### src/rtl/grain_envelope_window_top_defines.svh
// ----------------------------------------------------------------------------
// Grain envelope window assertion macros
// Assertion helpers shared by the grain envelope window RTL. In synthesis
// builds the macros expand to nothing.
// ----------------------------------------------------------------------------
`ifndef GRAIN_ENVELOPE_WINDOW_TOP_DEFINES_SVH
`define GRAIN_ENVELOPE_WINDOW_TOP_DEFINES_SVH

`ifndef SYNTHESIS

// Checks a property on every rising edge of clk outside of reset.
`define GEW_ASSERT(label, prop) \
  label: assert property (@(posedge clk) disable iff (!rst_n) prop) \
    else $error("grain envelope window: property violated");

// Checks that a condition in one cycle is followed by another in the next.
`define GEW_ASSERT_NXT(label, cond, next_cond) \
  label: assert property (@(posedge clk) disable iff (!rst_n) (cond) |=> (next_cond)) \
    else $error("grain envelope window: next-cycle property violated");

`else

`define GEW_ASSERT(label, prop)
`define GEW_ASSERT_NXT(label, cond, next_cond)

`endif

`endif

### src/rtl/gew_pkg.sv
`timescale 1ns / 1ps
// ----------------------------------------------------------------------------
// Grain envelope window package
// Field widths, register and shape codes, the item class type and the
// function that builds the gaussian table entries.
// ----------------------------------------------------------------------------
package gew_pkg;

  localparam int GEW_GAUSS_DEPTH = 1024;

  localparam int POS_W      = 16;
  localparam int LEN_W      = 16;
  localparam int SHAPE_W    = 3;
  localparam int GAIN_W     = 16;
  localparam int QUO_W      = 31;
  localparam int POW_FRAC   = 30;
  localparam int GAIN_FRAC  = 15;
  localparam int NUM_W      = LEN_W + POW_FRAC;
  localparam int DEN_W      = LEN_W + 2;
  localparam int CFG_IDX_W  = 1;
  localparam int CFG_DATA_W = 16;

  localparam logic [CFG_IDX_W-1:0] CFG_SHAPE = 1'b0;
  localparam logic [CFG_IDX_W-1:0] CFG_WLEN  = 1'b1;

  localparam logic [SHAPE_W-1:0] SHAPE_GAUSS   = 3'd1;
  localparam logic [SHAPE_W-1:0] SHAPE_TRI     = 3'd2;
  localparam logic [SHAPE_W-1:0] SHAPE_RECT    = 3'd3;
  localparam logic [SHAPE_W-1:0] SHAPE_PULSE   = 3'd4;
  localparam logic [SHAPE_W-1:0] SHAPE_REVERSE = 3'd5;

  localparam logic [SHAPE_W-1:0] SHAPE_RESET = SHAPE_GAUSS;
  localparam logic [LEN_W-1:0]   WLEN_RESET  = 16'd1024;
  localparam logic [GAIN_W-1:0]  GAIN_ONE    = 16'h8000;

  // How an item's gain is formed once the divide is done.
  typedef enum logic [2:0] {
    KIND_ZERO,
    KIND_GAUSS,
    KIND_TRI,
    KIND_RECT,
    KIND_POW
  } gew_kind_t;

  // exp(-64*s) in Q1.15 for s in Q31: Taylor sum of exp(-s), then six squarings.
  function automatic logic [GAIN_W-1:0] gauss_entry(input logic [63:0] s);
    logic [63:0] term;
    logic [63:0] e;
    logic [63:0] prod;
    logic [63:0] rnd;
    term = 64'd1 << 31;
    e    = 64'd1 << 31;
    for (int n = 1; n <= 12; n++) begin
      prod = (term * s) >> 31;
      unique case (n)
        1:       term = prod;
        2:       term = prod / 64'd2;
        3:       term = prod / 64'd3;
        4:       term = prod / 64'd4;
        5:       term = prod / 64'd5;
        6:       term = prod / 64'd6;
        7:       term = prod / 64'd7;
        8:       term = prod / 64'd8;
        9:       term = prod / 64'd9;
        10:      term = prod / 64'd10;
        11:      term = prod / 64'd11;
        default: term = prod / 64'd12;
      endcase
      if ((n & 1) == 1) begin
        e = (e >= term) ? e - term : 64'd0;
      end else begin
        e = e + term;
      end
    end
    if (e > (64'd1 << 31)) begin
      e = 64'd1 << 31;
    end
    for (int k = 0; k < 6; k++) begin
      e = (e * e) >> 31;
    end
    rnd = e + (64'd1 << 15);
    return rnd[GAIN_W+15:16];
  endfunction

endpackage

### src/rtl/gew_div.sv
`timescale 1ns / 1ps
// ----------------------------------------------------------------------------
// Grain envelope pipelined divider
// Restoring divider that settles one quotient bit per register stage and
// carries a sideband word alongside each item.
// ----------------------------------------------------------------------------
module gew_div import gew_pkg::*; #(
  parameter int NUM_WIDTH = NUM_W,
  parameter int DEN_WIDTH = DEN_W,
  parameter int QUO_WIDTH = QUO_W,
  parameter int SB_W      = 1
) (
  input  logic                 clk,
  input  logic                 rst_n,
  input  logic                 en,
  input  logic                 in_valid,
  input  logic [NUM_WIDTH-1:0] in_num,
  input  logic [DEN_WIDTH-1:0] in_den,
  input  logic [SB_W-1:0]      in_sb,
  output logic                 out_valid,
  output logic [QUO_WIDTH-1:0] out_quo,
  output logic [DEN_WIDTH-1:0] out_rem,
  output logic [SB_W-1:0]      out_sb
);

  localparam int REM_W = DEN_WIDTH + QUO_WIDTH;

  logic                 valid_r   [QUO_WIDTH];
  logic [REM_W-1:0]     rem_r     [QUO_WIDTH];
  logic [QUO_WIDTH-1:0] quo_r     [QUO_WIDTH];
  logic [DEN_WIDTH-1:0] den_r     [QUO_WIDTH];
  logic [SB_W-1:0]      sb_r      [QUO_WIDTH];

  logic                 valid_in  [QUO_WIDTH];
  logic [REM_W-1:0]     rem_in    [QUO_WIDTH];
  logic [QUO_WIDTH-1:0] quo_in    [QUO_WIDTH];
  logic [DEN_WIDTH-1:0] den_in    [QUO_WIDTH];
  logic [SB_W-1:0]      sb_in     [QUO_WIDTH];

  logic [REM_W-1:0]     rem_nxt   [QUO_WIDTH];
  logic [QUO_WIDTH-1:0] quo_nxt   [QUO_WIDTH];

  for (genvar k = 0; k < QUO_WIDTH; k++) begin : g_stage
    localparam int B = QUO_WIDTH - 1 - k;

    if (k == 0) begin : g_first
      assign valid_in[k] = in_valid;
      assign rem_in[k]   = REM_W'(in_num);
      assign quo_in[k]   = '0;
      assign den_in[k]   = in_den;
      assign sb_in[k]    = in_sb;
    end else begin : g_next
      assign valid_in[k] = valid_r[k-1];
      assign rem_in[k]   = rem_r[k-1];
      assign quo_in[k]   = quo_r[k-1];
      assign den_in[k]   = den_r[k-1];
      assign sb_in[k]    = sb_r[k-1];
    end

    // Try to take the shifted divisor out of the partial remainder.
    always_comb begin
      logic [REM_W-1:0] trial;
      trial = REM_W'(den_in[k]) << B;
      if (rem_in[k] >= trial) begin
        rem_nxt[k] = rem_in[k] - trial;
        quo_nxt[k] = quo_in[k] | (QUO_WIDTH'(1) << B);
      end else begin
        rem_nxt[k] = rem_in[k];
        quo_nxt[k] = quo_in[k];
      end
    end

    always_ff @(posedge clk) begin
      if (!rst_n) begin
        valid_r[k] <= 1'b0;
      end else if (en) begin
        valid_r[k] <= valid_in[k];
      end
    end

    always_ff @(posedge clk) begin
      if (en) begin
        rem_r[k] <= rem_nxt[k];
        quo_r[k] <= quo_nxt[k];
        den_r[k] <= den_in[k];
        sb_r[k]  <= sb_in[k];
      end
    end
  end

  assign out_valid = valid_r[QUO_WIDTH-1];
  assign out_quo   = quo_r[QUO_WIDTH-1];
  assign out_rem   = rem_r[QUO_WIDTH-1][DEN_WIDTH-1:0];
  assign out_sb    = sb_r[QUO_WIDTH-1];

endmodule

### config.mk
export PLATFORM = sky130hd
export DESIGN_NAME = gew_div
export DESIGN_NICKNAME = d
export VERILOG_FILES = /design/src/rtl/grain_envelope_window_top_defines.svh /design/src/rtl/gew_pkg.sv /design/src/rtl/gew_div.sv
export SDC_FILE = /design/constraint.sdc
export NUM_CORES = 2
export LEC_CHECK = 0
export BUFFER_PORTS_ARGS = -buffer_cell sky130_fd_sc_hd__buf_4
export CAP_MARGIN = 5
export CELL_PAD_IN_SITES_DETAIL_PLACEMENT = 2
export CELL_PAD_IN_SITES_GLOBAL_PLACEMENT = 2
export CORE_UTILIZATION = 35
export CTS_CLUSTER_SIZE = 20
export DETAILED_ROUTE_END_ITERATION = 8
export PLACE_DENSITY_LB_ADDON = 0.1
export SLEW_MARGIN = 20
export SYNTH_ARGS = -nofsm -noshare
export SYNTH_HDL_FRONTEND = slang
export SYNTH_SLANG_ARGS = --single-unit
### constraint.sdc
create_clock -name clk -period 8.25 [get_ports clk]
set_clock_uncertainty 0.2 [all_clocks]
set_input_delay 0.4125 -clock clk [delete_from_list [all_inputs] [get_ports clk]]
set_output_delay 0.4125 -clock clk [all_outputs]
set_load 0.02 [all_outputs]
==> implementation parameters <==
Parameter                              Value

Status
  Run status    completed

Clocking
  Postcts setup bufs    0
  TritonCTS buffer count    roughly 310
  Clock root buffer    sky130_fd_sc_hd__clkbuf_16
  Clk pin slew, worst setup/hold paths    0.06 ns
  H-tree lvl count    5
  Clock tree from TritonCTS    done
  Clock net sink count    2586
  Insertion delay to the later sink of the worst-skew pair    0.93 ns
  Maximum number of buffers from clock root to sink    4

Drt
  Final routed DRC violation total    0
  Drt total wl    approximately 350000 um
  Average detailed-routed wire length per instance    approximately 24 um
  Overall via count from detail_route    77700
  Antenna violation net count after detailed routing    0
  Detail-routed via count per cell    5.22
  DRC marker count from the first detailed-route iteration    around 4200
  Number of detailed-route iterations in the first pass    5

Die
  Top-level port count    120
  Die height    595 um
  Die width    595 um
  Placeable core region    0.349 mm^2
  Starting Density    35.2%
  Site Rows    approximately 220
  Die footprint    0.354 mm^2

Setup path
  Worst Path Required    8.73 ns
  Kind of capture point of the worst setup path    register
  Top fanout value on the critical path    30
  Critical Setup Path Class    reg -> reg
  Sort of element at the start of the critical path    register
  Arrival @ worst endpoint    5.23 ns

Timing
  Worst rel slew slack    17.6%
  Final Setup Violations    0
  Maximum clock frequency    210 MHz
  Setup TNS    0 ns
  Slew of the pin with the lowest slew margin    1.23 ns
  Count of endpoints failing hold in the final timing report    0
  Setup repair after global routing missed its margin    no
  Fin crit period    between 4 and 5 ns
  Tcrit/Tclk final    57.6%
  Final slew viol count    0

Synthesis
  Net Count, Synth    10200
  EDFF count, synth    2585
  Post-Syn Instances    9572
  Register bit count reported by yosys    2586
  Mapped cell area    roughly 0.12 mm^2
  Sequential fraction of the synthesis area    about 63%
  Post-synthesis area per instance    12.9 um^2
  Flip-flop cell with the highest count after synthesis    sky130_fd_sc_hd__edfxtp_1
  Number of distinct standard cells referenced by the synthesized netlist    94
  Number of warnings issued by yosys    0
  Synth async-reset ratio    0%

Run
  Max-capacitance violation count    0

Global route
  Number of antenna violations at the first check in global routing    17
  GRT Resource Usage Total    19.5%
  Congestion Overflow GR    0
  Largest net degree at the start of global routing    191
  Via count of the first global-routing pass    85200
  First-pass GRT wire length    between 500000 and 600000 um

Placed design
  IO buf count    119
  Placed inst area    approximately 0.13 mm^2
  Placer Congestion    0.815
  Final HPWL DP    between 200000 and 300000 um

Power and ir drop
  Overall power consumption    between 40000 and 50000 uW
  PD cells    326 mW/mm^2
  Worst ir drop on vdd    0.198 mV
  Leakage power figure    0.0520 uW

Hold path
  Tightest Hold Check Type    in -> reg

Final layout
  Area taken by multi-input logic gates    around 0.042 mm^2
  Post-route standard cell area excluding fillers    0.141 mm^2
  Post-route core utilization    40.4%
  Most frequent cells in the layout    sky130_fd_sc_hd__edfxtp_1, sky130_fd_sc_hd__inv_1, sky130_fd_sc_hd__nor2_1, sky130_fd_sc_hd__a21oi_1, sky130_fd_sc_hd__nand2_1
  Fill cells    approximately 35000
  Area growth from synthesis to final layout    14.8%
  Register area    about 0.078 mm^2
  Most common library cell in the layout ignoring fill and taps    sky130_fd_sc_hd__edfxtp_1
  Share of cells above drive strength 1    8.91%
  Final net count    between 10000 and 15000
logic make-up (layout without fill, tap and decap cells):
family | after synthesis | count (layout) | share of synthesized area (%)
XOR/XNOR | 853 | 853 | 6.07
AND/OR/NAND/NOR | 2694 | 2694 | 11.3
flip-flops | 2586 | 2586 | 63.1
other | 0 | 5 | 0
multiplexers | 155 | 155 | 1.41
AO/OA/AOI/OAI | 1805 | 1805 | 9.17
buffers and inverters | 892 | 1586 | 2.76
adder cells (fa/ha/maj) | 587 | 587 | 6.16
routing by layer:
layer / GRT usage (%) / vias to the layer above / routed length (um)
met5: 0 / - / 0
met4: 4.24 / 0 / 6870
met3: 1.83 / 409 / 8850
met2: 33.5 / 867 / 171000
met1: 26.5 / 39700 / 164000
li1: - / 36700 / -
area by class of cell:
type,count,share of cell area (%)
timing repair buffer,310,1.97
clock buffer,373,5.78
tap,4599,4.08
multi-input combinational,6094,29.8
antenna,5,0.00886
sequential,2586,55.0
clock inverter,186,1.44
inverter,717,1.91
power breakdown:
part / switching, uW / total, uW / internal (uW) / leakage [uW]
clock network: 5720 / 13900 / 8140 / 0.00496
registers: 1820 / 19300 / 17500 / 0.0250
logic: 7630 / 12900 / 5290 / 0.0221
cell usage after synthesis (99+ instances only):
master | n | share of area [%]
sky130_fd_sc_hd__mux2_2 | 142 | 1.3
sky130_fd_sc_hd__clkbuf_1 | 153 | 0.47
sky130_fd_sc_hd__nor4_1 | 219 | 1.1
sky130_fd_sc_hd__a21oi_1 | 599 | 2.4
sky130_fd_sc_hd__nor2_1 | 637 | 1.9
sky130_fd_sc_hd__nand4_1 | 100 | 0.51
sky130_fd_sc_hd__nand2b_1 | 114 | 0.58
sky130_fd_sc_hd__inv_1 | 715 | 2.2
sky130_fd_sc_hd__or3_1 | 123 | 0.63
sky130_fd_sc_hd__edfxtp_1 | 2585 | 63
sky130_fd_sc_hd__a21o_1 | 190 | 1.2
sky130_fd_sc_hd__xnor2_1 | 391 | 2.8
sky130_fd_sc_hd__nor2b_1 | 99 | 0.50
sky130_fd_sc_hd__ha_1 | 556 | 5.7
sky130_fd_sc_hd__nand2_1 | 561 | 1.7
sky130_fd_sc_hd__nand3_1 | 150 | 0.61
sky130_fd_sc_hd__o21ai_0 | 432 | 1.8
sky130_fd_sc_hd__xor2_1 | 462 | 3.3
sky130_fd_sc_hd__nor3_1 | 257 | 1.0
critical path, cell delays in order, from the launching register on:
cell                        delay (ns)
sky130_fd_sc_hd__edfxtp_1         0.41
sky130_fd_sc_hd__inv_1            0.09
sky130_fd_sc_hd__ha_1             0.19
sky130_fd_sc_hd__fa_1             0.24
sky130_fd_sc_hd__nor2b_1          0.08
sky130_fd_sc_hd__o31a_1           0.28
sky130_fd_sc_hd__o221a_2          0.26
sky130_fd_sc_hd__o41ai_1          0.62
sky130_fd_sc_hd__o21ai_0          0.35
sky130_fd_sc_hd__a31oi_1          0.55
sky130_fd_sc_hd__and4_1           0.27
sky130_fd_sc_hd__buf_4            0.29
sky130_fd_sc_hd__inv_2            0.31
sky130_fd_sc_hd__o2111ai_1        0.23
sky130_fd_sc_hd__xnor2_1          0.10
worst paths after layout:
kind / start / end / slack [ns] / depth (start not counted)
worst max-delay path: rem_r[2][301] / rem_r[2][383] / 3.50 / 14
worst min-delay path: in_den[1] / den_r[0][1] / 0.07 / 2
worst max register to register: rem_r[2][301] / rem_r[2][383] / 3.50 / 14
worst min register to register: quo_r[12][23] / quo_r[13][23] / 0.18 / 0
per-stage QoR:
stage / hold WS, ns / std cells / worst slack [ns]
3_3_place_gp: 0.200 / 14200 / 3.44
6_report: 0.0747 / 14900 / 3.50
5_1_grt: 0.0330 / 14900 / 3.23
4_1_cts: 0.000921 / 14900 / 3.22
3_5_place_dp: 0.205 / 14200 / 3.29
2_1_floorplan: 0.200 / 9572 / 4.39
what timing repair did:
action	CTS	global route
hold endpoints to repair	183	0
gates resized for setup	0	0
hold buffers	118	0
state kept, by name, indices dropped and copies added (netlist names):
| name | flops |
|---|---|
| rem_r | 1488 |
| den_r | 540 |
| quo_r | 496 |
| sb_r | 31 |
| valid_r | 31 |
Power figures use the tool's default switching activity.
